## config.mk

```make
export PLATFORM = sky130hd
export DESIGN_NAME = diag_bus_slave_upload_download
export DESIGN_NICKNAME = d
export VERILOG_FILES = /design/src/hw/rtl/dbsud_pkg.sv /design/src/hw/rtl/dbsud_front.sv /design/src/hw/rtl/dbsud_queue.sv /design/src/hw/rtl/dbsud_back.sv /design/src/hw/rtl/diag_bus_slave_upload_download.sv
export SDC_FILE = /design/constraint.sdc
export NUM_CORES = 2
export LEC_CHECK = 0
export BUFFER_PORTS_ARGS = -buffer_cell sky130_fd_sc_hd__buf_4
export CAP_MARGIN = 20
export CORE_MARGIN = 8
export CORE_UTILIZATION = 55
export DETAILED_ROUTE_END_ITERATION = 10
export PLACE_DENSITY = 0.71
export SYNTH_ARGS = -nofsm -noshare
export SYNTH_HDL_FRONTEND = slang
export SYNTH_SLANG_ARGS = --single-unit
```

## constraint.sdc

```tcl
create_clock -name clock -period 8.2 [get_ports clock]
set_input_delay 1.23 -clock clock [delete_from_list [all_inputs] [get_ports clock]]
set_output_delay 1.23 -clock clock [all_outputs]
set_load 0.05 [all_outputs]
```

## src/hw/rtl/dbsud_pkg.sv

```systemverilog
// ----------------------------------------------------------------------------
// dbsud_pkg
// Shared types and constants of the diagnostic bus slave.
// ----------------------------------------------------------------------------
package dbsud_pkg;

   localparam int RAM_DEPTH_DEF  = 256;
   localparam int MAX_UPLOAD_DEF = 62;

   localparam logic [7:0]  ADDR_HASH_LIMIT = 8'h10;
   localparam logic [7:0]  ADDR_UP_HEAD    = 8'h11;
   localparam logic [7:0]  DL_START        = 8'h10;
   localparam logic [31:0] HASH_MOD        = 32'hFFFF_FFFB;
   localparam logic [4:0]  HALT_BOARD      = 5'd2;
   localparam logic [7:0]  HALT_BIT        = 8'h80;

   localparam logic [3:0] CMD_STATUS   = 4'h0;
   localparam logic [3:0] CMD_UPLOAD   = 4'h2;
   localparam logic [3:0] CMD_RESET    = 4'h8;
   localparam logic [3:0] CMD_DOWNLOAD = 4'hA;

   localparam logic [1:0] CSR_BOARD_ADDRESS = 2'd0;
   localparam logic [1:0] CSR_STATUS_CODE   = 2'd1;
   localparam logic [1:0] CSR_RESET_CODE    = 2'd2;
   localparam logic [1:0] CSR_TIMEOUT_CODE  = 2'd3;

   typedef enum logic [2:0] {
      OP_STATUS  = 3'd0,
      OP_RESET   = 3'd1,
      OP_UP_PTR  = 3'd2,
      OP_UP_CNT  = 3'd3,
      OP_DL_CNT  = 3'd4,
      OP_DL_DATA = 3'd5,
      OP_DL_SUM  = 3'd6
   } op_code_type;

   // flag: halted for status, clamp for upload count, last for download data
   typedef struct packed {
      op_code_type code;
      logic [7:0]  data;
      logic        flag;
   } op_type;

   typedef struct packed {
      logic [4:0] board_address;
      logic [7:0] status_code;
      logic [7:0] reset_code;
      logic [7:0] timeout_code;
   } csr_type;

endpackage

```

## src/hw/rtl/dbsud_front.sv

```systemverilog
// ----------------------------------------------------------------------------
// dbsud_front
// Bus word decoder: tracks the command phase and emits operations.
// ----------------------------------------------------------------------------
module dbsud_front #(
   parameter int MAX_UPLOAD = dbsud_pkg::MAX_UPLOAD_DEF
) (
   input  logic              clock,
   input  logic              reset,
   input  logic              accept,
   input  logic              is_address,
   input  logic [7:0]        bus_byte,
   input  logic              seq_halted,
   input  logic [4:0]        board_address,
   output logic              push,
   output dbsud_pkg::op_type push_op
);
   import dbsud_pkg::*;

   typedef enum logic [5:0] {
      F_IDLE    = 6'b000001,
      F_UP_PTR  = 6'b000010,
      F_UP_CNT  = 6'b000100,
      F_DL_CNT  = 6'b001000,
      F_DL_DATA = 6'b010000,
      F_DL_SUM  = 6'b100000
   } fstate_type;

   localparam logic [7:0] MaxUp = 8'(MAX_UPLOAD);

   fstate_type phase_ff, phase_in;
   logic [7:0] left_ff, left_in;
   logic       hit;

   assign hit = is_address && (bus_byte[4:0] == board_address);

   always_comb begin
      phase_in     = phase_ff;
      left_in      = left_ff;
      push         = 1'b0;
      push_op.code = OP_STATUS;
      push_op.data = bus_byte;
      push_op.flag = 1'b0;
      if (accept) begin
         case (phase_ff)
            F_IDLE: begin
               if (hit) begin
                  case (bus_byte[7:4])
                     CMD_STATUS: begin
                        push         = 1'b1;
                        push_op.flag = seq_halted;
                     end
                     CMD_UPLOAD:   phase_in = F_UP_PTR;
                     CMD_RESET: begin
                        push         = 1'b1;
                        push_op.code = OP_RESET;
                     end
                     CMD_DOWNLOAD: phase_in = F_DL_CNT;
                     default: ;
                  endcase
               end
            end
            F_UP_PTR: begin
               push         = 1'b1;
               push_op.code = OP_UP_PTR;
               phase_in     = F_UP_CNT;
            end
            F_UP_CNT: begin
               push         = 1'b1;
               push_op.code = OP_UP_CNT;
               if (bus_byte > MaxUp) begin
                  push_op.data = MaxUp;
                  push_op.flag = 1'b1;
               end
               phase_in = F_IDLE;
            end
            F_DL_CNT: begin
               push         = 1'b1;
               push_op.code = OP_DL_CNT;
               left_in      = bus_byte;
               phase_in     = (bus_byte == 8'd0) ? F_DL_SUM : F_DL_DATA;
            end
            F_DL_DATA: begin
               push         = 1'b1;
               push_op.code = OP_DL_DATA;
               push_op.flag = (left_ff == 8'd1);
               left_in      = left_ff - 8'd1;
               if (left_ff == 8'd1) phase_in = F_DL_SUM;
            end
            F_DL_SUM: begin
               push         = 1'b1;
               push_op.code = OP_DL_SUM;
               phase_in     = F_IDLE;
            end
            default: phase_in = F_IDLE;
         endcase
      end
   end

   always_ff @(posedge clock) begin
      if (reset) begin
         phase_ff <= F_IDLE;
         left_ff  <= 8'd0;
      end else begin
         phase_ff <= phase_in;
         left_ff  <= left_in;
      end
   end

endmodule

```

## src/hw/rtl/dbsud_queue.sv

```systemverilog
// ----------------------------------------------------------------------------
// dbsud_queue
// Two-entry operation queue between decoder and executor.
// ----------------------------------------------------------------------------
module dbsud_queue (
   input  logic              clock,
   input  logic              reset,
   input  logic              push,
   input  dbsud_pkg::op_type push_op,
   output logic              full,
   input  logic              pop,
   output logic              head_valid,
   output dbsud_pkg::op_type head_op
);
   import dbsud_pkg::*;

   op_type     slot_ff [2];
   logic       wr_ff, wr_in, rd_ff, rd_in;
   logic [1:0] cnt_ff, cnt_in;

   assign full       = (cnt_ff == 2'd2);
   assign head_valid = (cnt_ff != 2'd0);
   assign head_op    = slot_ff[rd_ff];

   always_comb begin
      wr_in  = push ? ~wr_ff : wr_ff;
      rd_in  = pop ? ~rd_ff : rd_ff;
      cnt_in = cnt_ff + {1'b0, push} - {1'b0, pop};
   end

   always_ff @(posedge clock) begin
      if (push) slot_ff[wr_ff] <= push_op;
   end

   always_ff @(posedge clock) begin
      if (reset) begin
         wr_ff  <= 1'b0;
         rd_ff  <= 1'b0;
         cnt_ff <= 2'd0;
      end else begin
         wr_ff  <= wr_in;
         rd_ff  <= rd_in;
         cnt_ff <= cnt_in;
      end
   end

endmodule

```

## src/hw/rtl/dbsud_back.sv

```systemverilog
// ----------------------------------------------------------------------------
// dbsud_back
// Executor: data RAM, upload sequencer, download sum and hash, result register.
// ----------------------------------------------------------------------------
module dbsud_back #(
   parameter int RAM_DEPTH = dbsud_pkg::RAM_DEPTH_DEF
) (
   input  logic               clock,
   input  logic               reset,
   input  dbsud_pkg::csr_type csr,
   input  logic               head_valid,
   input  dbsud_pkg::op_type  head_op,
   output logic               pop,
   output logic               rsp_valid,
   input  logic               rsp_ready,
   output logic               rsp_result_kind,
   output logic [7:0]         rsp_reply_byte,
   output logic               rsp_is_last,
   output logic               rsp_checksum_ok,
   output logic [31:0]        rsp_download_hash,
   output logic               rsp_count_clamped
);
   import dbsud_pkg::*;

   localparam int AW = $clog2(RAM_DEPTH);

   typedef enum logic [6:0] {
      B_IDLE     = 7'b0000001,
      B_UP_RD    = 7'b0000010,
      B_UP_OUT   = 7'b0000100,
      B_UP_SUM   = 7'b0001000,
      B_HASH_MUL = 7'b0010000,
      B_HASH_RED = 7'b0100000,
      B_DL_DONE  = 7'b1000000
   } bstate_type;

   logic [7:0]           ram [RAM_DEPTH];
   logic [RAM_DEPTH-1:0] vld_ff;

   bstate_type  st_ff, st_in;
   logic [7:0]  ptr_ff, ptr_in, cnt_ff, cnt_in, sum_ff, sum_in;
   logic [7:0]  pend_ff, pend_in, r10_ff, r10_in, hb_ff, hb_in;
   logic        first_ff, first_in, clamp_ff, clamp_in;
   logic        fin_ff, fin_in, chk_ff, chk_in;
   logic [31:0] hash_ff, hash_in;
   logic [34:0] mul_ff, mul_in;
   logic [7:0]  rd_data_ff;
   logic        rd_vld_ff, rd_en;
   logic [7:0]  rd_addr, rd_byte;
   logic        wr_en;
   logic [32:0] red_t, red_s;
   logic [7:0]  stat;
   logic        out_free, load;
   logic        kind_in, last_in, ok_in, oclamp_in;
   logic [7:0]  byte_in;
   logic [31:0] ohash_in;

   logic        valid_ff;
   logic        kind_ff, last_ff, ok_ff, oclamp_ff;
   logic [7:0]  byte_ff;
   logic [31:0] ohash_ff;

   assign out_free = !valid_ff || rsp_ready;
   assign rd_byte  = rd_vld_ff ? rd_data_ff : 8'd0;
   assign rd_addr  = first_ff ? ADDR_UP_HEAD : ptr_ff;
   assign rd_en    = (st_ff == B_UP_RD);
   assign wr_en    = pop && (head_op.code == OP_DL_DATA);

   // fold modulo 2^32-5: 2^32 is congruent to 5
   assign red_t = {1'b0, mul_ff[31:0]} + {28'd0, mul_ff[34:32], 2'b00}
                + {30'd0, mul_ff[34:32]};
   assign red_s = red_t - {1'b0, HASH_MOD};

   always_comb begin
      stat = (pend_ff != 8'd0 && csr.status_code != csr.timeout_code)
           ? pend_ff : csr.status_code;
      if (csr.board_address == HALT_BOARD && head_op.flag) stat = stat | HALT_BIT;
   end

   always_comb begin
      st_in     = st_ff;
      ptr_in    = ptr_ff;
      cnt_in    = cnt_ff;
      sum_in    = sum_ff;
      pend_in   = pend_ff;
      r10_in    = r10_ff;
      hb_in     = hb_ff;
      first_in  = first_ff;
      clamp_in  = clamp_ff;
      fin_in    = fin_ff;
      chk_in    = chk_ff;
      hash_in   = hash_ff;
      mul_in    = mul_ff;
      pop       = 1'b0;
      load      = 1'b0;
      kind_in   = 1'b0;
      byte_in   = 8'd0;
      last_in   = 1'b0;
      ok_in     = 1'b0;
      ohash_in  = 32'd0;
      oclamp_in = 1'b0;
      case (st_ff)
         B_IDLE: begin
            if (head_valid && (head_op.code != OP_STATUS || out_free)) begin
               pop = 1'b1;
               case (head_op.code)
                  OP_STATUS: begin
                     load    = 1'b1;
                     byte_in = stat;
                     last_in = 1'b1;
                     pend_in = 8'd0;
                  end
                  OP_RESET:  pend_in = csr.reset_code;
                  OP_UP_PTR: ptr_in  = head_op.data;
                  OP_UP_CNT: begin
                     cnt_in   = head_op.data;
                     clamp_in = head_op.flag;
                     first_in = 1'b1;
                     sum_in   = 8'd0;
                     st_in    = B_UP_RD;
                  end
                  OP_DL_CNT: begin
                     ptr_in  = DL_START;
                     sum_in  = head_op.data;
                     hash_in = {24'd0, head_op.data};
                  end
                  OP_DL_DATA: begin
                     sum_in = sum_ff + head_op.data;
                     ptr_in = ptr_ff + 8'd1;
                     if (ptr_ff == ADDR_HASH_LIMIT) r10_in = head_op.data;
                     if (!head_op.flag
                         && (ptr_ff <= ADDR_HASH_LIMIT || ptr_ff >= r10_ff)) begin
                        hb_in  = head_op.data;
                        fin_in = 1'b0;
                        st_in  = B_HASH_MUL;
                     end
                  end
                  OP_DL_SUM: begin
                     hb_in  = 8'd0;
                     fin_in = 1'b1;
                     chk_in = (sum_ff == head_op.data);
                     st_in  = B_HASH_MUL;
                  end
                  default: ;
               endcase
            end
         end
         B_UP_RD: st_in = B_UP_OUT;
         B_UP_OUT: begin
            if (out_free) begin
               load      = 1'b1;
               byte_in   = rd_byte;
               oclamp_in = clamp_ff;
               sum_in    = sum_ff + rd_byte;
               first_in  = 1'b0;
               if (first_ff) begin
                  st_in = (cnt_ff == 8'd0) ? B_UP_SUM : B_UP_RD;
               end else begin
                  ptr_in = ptr_ff + 8'd1;
                  cnt_in = cnt_ff - 8'd1;
                  st_in  = (cnt_ff == 8'd1) ? B_UP_SUM : B_UP_RD;
               end
            end
         end
         B_UP_SUM: begin
            if (out_free) begin
               load      = 1'b1;
               byte_in   = sum_ff;
               last_in   = 1'b1;
               oclamp_in = clamp_ff;
               st_in     = B_IDLE;
            end
         end
         B_HASH_MUL: begin
            mul_in = {1'b0, hash_ff, 2'b00} + {3'd0, hash_ff} + {27'd0, hb_ff};
            st_in  = B_HASH_RED;
         end
         B_HASH_RED: begin
            hash_in = red_s[32] ? red_t[31:0] : red_s[31:0];
            st_in   = fin_ff ? B_DL_DONE : B_IDLE;
         end
         B_DL_DONE: begin
            if (out_free) begin
               load     = 1'b1;
               kind_in  = 1'b1;
               last_in  = 1'b1;
               ok_in    = chk_ff;
               ohash_in = hash_ff;
               st_in    = B_IDLE;
            end
         end
         default: st_in = B_IDLE;
      endcase
   end

   // data RAM, one write and one registered read port
   always_ff @(posedge clock) begin
      if (wr_en) ram[ptr_ff[AW-1:0]] <= head_op.data;
      if (rd_en) rd_data_ff <= ram[rd_addr[AW-1:0]];
   end

   always_ff @(posedge clock) begin
      if (reset) begin
         vld_ff    <= '0;
         rd_vld_ff <= 1'b0;
      end else begin
         if (wr_en) vld_ff[ptr_ff[AW-1:0]] <= 1'b1;
         if (rd_en) rd_vld_ff <= vld_ff[rd_addr[AW-1:0]];
      end
   end

   always_ff @(posedge clock) begin
      if (reset) begin
         st_ff    <= B_IDLE;
         ptr_ff   <= 8'd0;
         cnt_ff   <= 8'd0;
         sum_ff   <= 8'd0;
         pend_ff  <= 8'd0;
         r10_ff   <= 8'd0;
         hash_ff  <= 32'd0;
         first_ff <= 1'b0;
         clamp_ff <= 1'b0;
         fin_ff   <= 1'b0;
         valid_ff <= 1'b0;
      end else begin
         st_ff    <= st_in;
         ptr_ff   <= ptr_in;
         cnt_ff   <= cnt_in;
         sum_ff   <= sum_in;
         pend_ff  <= pend_in;
         r10_ff   <= r10_in;
         hash_ff  <= hash_in;
         first_ff <= first_in;
         clamp_ff <= clamp_in;
         fin_ff   <= fin_in;
         if (load) valid_ff <= 1'b1;
         else if (rsp_ready) valid_ff <= 1'b0;
      end
   end

   always_ff @(posedge clock) begin
      hb_ff  <= hb_in;
      chk_ff <= chk_in;
      mul_ff <= mul_in;
      if (load) begin
         kind_ff   <= kind_in;
         byte_ff   <= byte_in;
         last_ff   <= last_in;
         ok_ff     <= ok_in;
         ohash_ff  <= ohash_in;
         oclamp_ff <= oclamp_in;
      end
   end

   assign rsp_valid         = valid_ff;
   assign rsp_result_kind   = kind_ff;
   assign rsp_reply_byte    = byte_ff;
   assign rsp_is_last       = last_ff;
   assign rsp_checksum_ok   = ok_ff;
   assign rsp_download_hash = ohash_ff;
   assign rsp_count_clamped = oclamp_ff;

endmodule

```

## src/hw/rtl/diag_bus_slave_upload_download.sv

```systemverilog
// ----------------------------------------------------------------------------
// diag_bus_slave_upload_download
// Diagnostic bus slave with 256-byte data RAM, upload and download commands.
// ----------------------------------------------------------------------------
// Usage:
//   req_* carries one 9-bit bus word per handshake (req_is_address is bit 8).
//   rsp_* carries result words: reply bytes (result_kind 0) or the download
//   completion report (result_kind 1); rsp_is_last closes each run.
//   csr_* writes board_address, status_code, reset_code, timeout_code; the user
//   must write them only while the block is idle: the block does not enforce it.
// Timing:
//   A decoder takes one word per cycle, while the queue is not full, into a
//   two-entry operation queue; the executor drains it. A hashed download
//   byte goes through multiply-by-five, then reduce modulo 0xFFFFFFFB; an
//   upload emits each byte by a registered RAM read, then an output load.
//   A reply passes the queue slot, then the result register.
// Reset: all control state, the pending reply and the RAM valid bits clear at
//   once; the RAM reads as zero until written. No clearing pass is needed.
// Stall: rsp_ready held low freezes the executor at its next result; the
//   queue then fills and req_ready drops.
// ----------------------------------------------------------------------------
module diag_bus_slave_upload_download #(
   parameter int RAM_DEPTH  = dbsud_pkg::RAM_DEPTH_DEF,
   parameter int MAX_UPLOAD = dbsud_pkg::MAX_UPLOAD_DEF
) (
   input  logic        clock,
   input  logic        reset,
   input  logic        req_valid,
   output logic        req_ready,
   input  logic        req_is_address,
   input  logic [7:0]  req_bus_byte,
   input  logic        req_seq_halted,
   output logic        rsp_valid,
   input  logic        rsp_ready,
   output logic        rsp_result_kind,
   output logic [7:0]  rsp_reply_byte,
   output logic        rsp_is_last,
   output logic        rsp_checksum_ok,
   output logic [31:0] rsp_download_hash,
   output logic        rsp_count_clamped,
   input  logic        csr_we,
   input  logic [2:0]  csr_index,
   input  logic [7:0]  csr_wdata
);
   import dbsud_pkg::*;

   csr_type csr_ff;
   op_type  push_op, head_op;
   logic    push, full, pop, head_valid, accept;

   assign req_ready = !full;
   assign accept    = req_valid && req_ready;

   always_ff @(posedge clock) begin
      if (reset) begin
         csr_ff.board_address <= 5'd2;
         csr_ff.status_code   <= 8'd0;
         csr_ff.reset_code    <= 8'd1;
         csr_ff.timeout_code  <= 8'd2;
      end else if (csr_we && !csr_index[2]) begin
         case (csr_index[1:0])
            CSR_BOARD_ADDRESS: csr_ff.board_address <= csr_wdata[4:0];
            CSR_STATUS_CODE:   csr_ff.status_code   <= csr_wdata;
            CSR_RESET_CODE:    csr_ff.reset_code    <= csr_wdata;
            CSR_TIMEOUT_CODE:  csr_ff.timeout_code  <= csr_wdata;
            default: ;
         endcase
      end
   end

   dbsud_front #(.MAX_UPLOAD(MAX_UPLOAD)) u_front (
      .clock         (clock),
      .reset         (reset),
      .accept        (accept),
      .is_address    (req_is_address),
      .bus_byte      (req_bus_byte),
      .seq_halted    (req_seq_halted),
      .board_address (csr_ff.board_address),
      .push          (push),
      .push_op       (push_op)
   );

   dbsud_queue u_queue (
      .clock      (clock),
      .reset      (reset),
      .push       (push),
      .push_op    (push_op),
      .full       (full),
      .pop        (pop),
      .head_valid (head_valid),
      .head_op    (head_op)
   );

   dbsud_back #(.RAM_DEPTH(RAM_DEPTH)) u_back (
      .clock             (clock),
      .reset             (reset),
      .csr               (csr_ff),
      .head_valid        (head_valid),
      .head_op           (head_op),
      .pop               (pop),
      .rsp_valid         (rsp_valid),
      .rsp_ready         (rsp_ready),
      .rsp_result_kind   (rsp_result_kind),
      .rsp_reply_byte    (rsp_reply_byte),
      .rsp_is_last       (rsp_is_last),
      .rsp_checksum_ok   (rsp_checksum_ok),
      .rsp_download_hash (rsp_download_hash),
      .rsp_count_clamped (rsp_count_clamped)
   );

endmodule

```

# After elaboration in Yosys (flattened, before gate mapping)
# Memory sizes are Yosys's and may differ from the RTL's. A register that Yosys moved wholly into a read port is not among the register bits.
# Cells that the tools add are included.
dict set report classes {
  n_addsub 12
  order_cmp 6
  n_eq_ne 47
  muxes 84
  bitwise 3
  reduce_logical 54
}
# op count
set op_table {}
lappend op_table {{$or 256x256->256} 1}
lappend op_table {{$mux 8} 19}
lappend op_table {{$mux 32} 3}
lappend op_table {{$pmux 8 s2} 6}
lappend op_table {{$pmux 8 s3} 3}
lappend op_table {{$pmux 32 s2} 1}
lappend op_table {{$mux 7} 6}
lappend op_table {{$pmux 7 s6} 1}
lappend op_table {{$add 34x32->35} 1}
lappend op_table {{$add 35x8->35} 1}
lappend op_table {{$add 32x5->33} 1}
lappend op_table {{$add 33x3->33} 1}
lappend op_table {{$sub 33x32->33 const B} 1}
lappend op_table {{$mux 1} 25}
lappend op_table {{$pmux 6 s4} 1}
lappend op_table {{$pmux 7 s3} 1}
lappend op_table {{$reduce_and 4->1} 5}
lappend op_table {{$lt 8x9->1 const B} 2}
lappend op_table {{$mux 6} 3}
lappend op_table {{$pmux 3 s6} 1}
lappend op_table {{$add 8x8->8} 2}
lappend op_table {{$eq 8x1->1 const B} 2}
lappend op_table {{$logic_not 8->1} 2}
lappend op_table {{$sub 8x1->8 const B} 2}
lappend op_table {{other kinds (61)} 115}
dict set report word_totals {
  reg_bits 475
  ramBits 2072
  in_bits 26
  word_cells 239
  mem_count 2
}
# memory words width read_ports rd_clocked_by_memory_dff wr line_no
set memory_table {}
lappend memory_table {u_back.ram 256 8 1 1 1 dbsud_back.sv:37} ;# logic [7:0] ram [RAM_DEPTH];
lappend memory_table {u_queue.slot_ff 2 12 1 1 1 dbsud_queue.sv:17} ;# op_type slot_ff [2];

# Depth between registers and ports, before layout
dict set report depth {
  word_depth 9
  ltp_mapped 16
  mapped_depth_nobuf 14
}

# By module
# A second synthesis with hierarchy kept.
dict set report hier_totals {
  hier_cells 6958
  area_unflattened_um2 103160.2
}
# mod instances cells_per_inst area_per_inst_um2 seq_area_each_um2
set by_module_without_submodules {}
lappend by_module_without_submodules {dbsud_back 1 6609 99425.4 71188.3}
lappend by_module_without_submodules {dbsud_front 1 178 1403.8 280.3}
lappend by_module_without_submodules {diag_bus_slave_upload_download 1 113 1207.4 580.6}
lappend by_module_without_submodules {dbsud_queue 1 58 1123.6 820.8}

# Worst setup path after synthesis
# No wires, ideal clock.
dict set report synth_path {
  kind {flip-flop to flip-flop}
  start {register (tool-made name)}
  end {register u_back.sum_ff[7]}
  setup_ns 0.091
  t_arrival_ns 6.376
  required_time_ns 8.109
  setup_slack_ns 1.733
  stages_incl_launch_ff 15
  n_path_buf 2
  synth_period_minus_slack_ns 6.467
  cell_sequence {dfxtp_1 > buf_2 > buf_1 > mux2i_1 > inv_1 > ha_1 > a21o_1 > a21oi_1 > nor2b_1 > o21a_1 > o41ai_1 > xnor2_1 > a21oi_1 > nand3b_1 > a311oi_1}
}
# element line_no
set synth_rtl {}
lappend synth_rtl {{end signal: assignment} dbsud_back.sv:229} ;# sum_ff <= sum_in;
lappend synth_rtl {{end: declaration} dbsud_back.sv:41} ;# logic [7:0] ptr_ff, ptr_in, cnt_ff, cnt_in, sum_ff, sum_in;

==> metrics.cfg <==
[global_routing]
grt_pass1_vias = 61200
grt_pass1_wl_mm = 398
antenna_found_initial = 7
overflow = 0
grt_usage = 0.257
grt_max_degree = 172

[route]
post-route-drc-count = 0
wl_mm = 267
drt_iter0_markers = 7428
vias = 62400
drt_first_pass_iters = 7
post_drt_wl_per_cell_um = 27.8
viasPerCell = 6.51
drtAntennaViolNets = 0

[sta]
period_minus_slack_ps = 5500
finalCritPeriodShare = 0.671
setup_viol = 0
skew_ps = 52.2
rsz0062_at_grt = no
clock.fmax_ghz = 0.182
worst_pin_slew_ps = 1130
slew_violations = 0
tns_ps = 0
hold_viol_final = 0
max_slew_margin = 0.241

[setup_path]
crit_fanout = 25
cp_top_family = simple AND/OR/NAND/NOR gates
critPathRequiredTime_ps = 8720
r2r_slack_ps = 2700
crit_chain = mux2_2 > o32ai_1 > nand2b_1 > nor3_1 > nand3_1 > nor2_1
critical_path_arrival_ps = 6020
cp-end-kind = register
critPathLaunchType = register
worstReg2RegEnd = u_back.ram[164][0]
crit_type = register to register
cp.buffers_inverters = 0
r2r_cells = 6
cpMaxStageDelayCell = nand3_1
slowest_delay_ps = 1030

[synth]
synthTopCellsByCount = 2168 x edfxtp_1, 904 x nor2_1, 433 x nand2_1, 388 x dfxtp_1, 352 x clkbuf_1
yosysMostFrequentCell = edfxtp_1
ys_seq_area_frac = 0.707
synth_edf_count = 2168
netlist_area_sq_um = 103000
netlist-cell-type-count = 89
synthTopCellsByArea = edfxtp_1 63%, dfxtp_1 7.5%, mux4_2 6.5%
synth-seq-cells = 2556
syn_inst = 6881
yosys.area.top_type_share = 0.631
yosysTopAreaCell = edfxtp_1
ys_async_sr_fraction = 0
ys_warn_count = 0
avgSynthCellArea_sq_um = 15.0
yosys_most_used_dff = edfxtp_1
synth_nets = 7018

[clock_tree]
hold_buffers = 0
clockBufferDepth = 4
root_buffer = clkbuf_16
clock_latency_ps = 940
post_cts_buffers = 0
cts.sinks = 2556
cts_made_buffers = 275
post_cts_resized = 0
cts_max_level = 5
cts_tree = done
clk_pin_slew_ps = 60

[power]
p_leak_nw = 36.6
totalPowerFinal_mw = 35.8
power_density_nw_per_um2 = 312
vdd_drop_max_mv = 0.553

[place]
io_buffers = 71
dp_cells = 9104
dp_hpwl_mm = 157
place_area_sq_um = 106000
place.gp.congestion = 0.884

[floorplanning]
rows = 159
coreArea_sq_um = 187000
die_h_um = 449
initial_utilization = 0.551
dieArea_sq_um = 202000
die_w_um = 449
ios = 72

[run_status]
outcome = completed

[min_path]
min_to = u_back.vld_ff[149]
hold_path_class = register to register
hp-start = u_back.vld_ff[149]
whs_path_depth = 2

[finish]
nFillCells = 13500
area_delta_synth_final_pct = 11.3
finalInstanceArea_sq_um = 115000
final_nets = 7028
drive_above_1_share = 0.134
multi_input_area_sq_um = 28400
ff_latch_area_sq_um = 72900
final_cells = 9585

[job]
maxCapViolations = 0

-- metrics by stage --
step	util	setup WS [ps]	hold slack (ps)
finish	0.614	2700	467
global route	0.614	2600	484
CTS	0.613	2960	468
detailed placement	0.568	2940	453
global placement	0.568	3050	434
floorplan	-	1730	423
-- worst max path at each step --
stage	end	slack (ps)	cells after the start	from
2_1_floorplan	u_back.sum_ff[7]	1730	14	register
3_3_place_gp	u_back.ram[44][2]	3050	6	register
3_5_place_dp	u_back.ram[168][1]	2940	6	register
4_1_cts	u_back.ram[44][6]	2960	6	register
5_1_grt	u_back.ram[40][7]	2600	6	register
6_report	u_back.ram[164][0]	2700	6	register
-- cell families (layout without fill, tap and decap cells) --
kind of cell,count (synthesis),count (layout),synth area share
fa+ha+maj,111,111,0.0143
xor+xnor,88,88,0.00747
buf+inv,503,708,0.0191
flops,2556,2556,0.707
other cells,0,4,0
mux,603,603,0.0949
compound gates,1185,1185,0.0809
simple gates,1835,1835,0.0768
-- layout make-up --
cell class,count,area share
tap,2495,0.0272
sequential,2556,0.635
multi-input combinational,3822,0.248
timing repair buffer,182,0.0146
antenna,4,0.0000872
clock buffer,381,0.0673
clock inverter,91,0.00647
inverter,54,0.00222
-- state kept, by name, indices dropped and copies added (netlist names), 24 cells and up, named ones only --
signal	count
csr_ff	29
u_back.hash_ff	32
u_back.mul_ff	35
u_back.ram	2048
u_back.rsp_download_hash	32
u_back.vld_ff	256
u_queue.slot_ff	24
-- tightest hold or removal path: cells and delay by family (launching register included) --
| family | cells | cell delay [ps] |
|---|---|---|
| AND/OR/NAND/NOR | 2 | 120 |
| flip-flops | 1 | 320 |
-- cell usage in the layout, fill, tap and decap left out, types with 46 or more instances in the layout --
| cell | count |
|---|---|
| and2_1 | 47 |
| o21ai_0 | 105 |
| nor3_1 | 174 |
| dfxtp_1 | 385 |
| a211oi_1 | 278 |
| nand2_1 | 432 |
| nand3_1 | 87 |
| buf_4 | 159 |
| a21oi_1 | 141 |
| mux4_2 | 298 |
| clkbuf_1 | 67 |
| a311oi_1 | 106 |
| inv_1 | 46 |
| edfxtp_1 | 2168 |
| nor2_1 | 902 |
| xnor2_1 | 54 |
| ha_1 | 100 |
| mux2i_1 | 287 |
| o22ai_1 | 266 |
| clkbuf_16 | 281 |
-- power by group --
group          internal, mW  switching [mW]
registers              14.6           0.173
clock network          6.93            4.85
logic                  3.17            6.09
total                  24.7            11.1
-- routing by layer --
layer / global-route usage / vias up / share of wire
met1: 0.355 / 31500 / 0.39
met5: 0 / - / 0
li1: - / 26800 / -
met3: 0.0590 / 651 / 0.10
met2: 0.398 / 3446 / 0.46
met4: 0.105 / 0 / 0.045
Power figures use the tool's default switching activity.
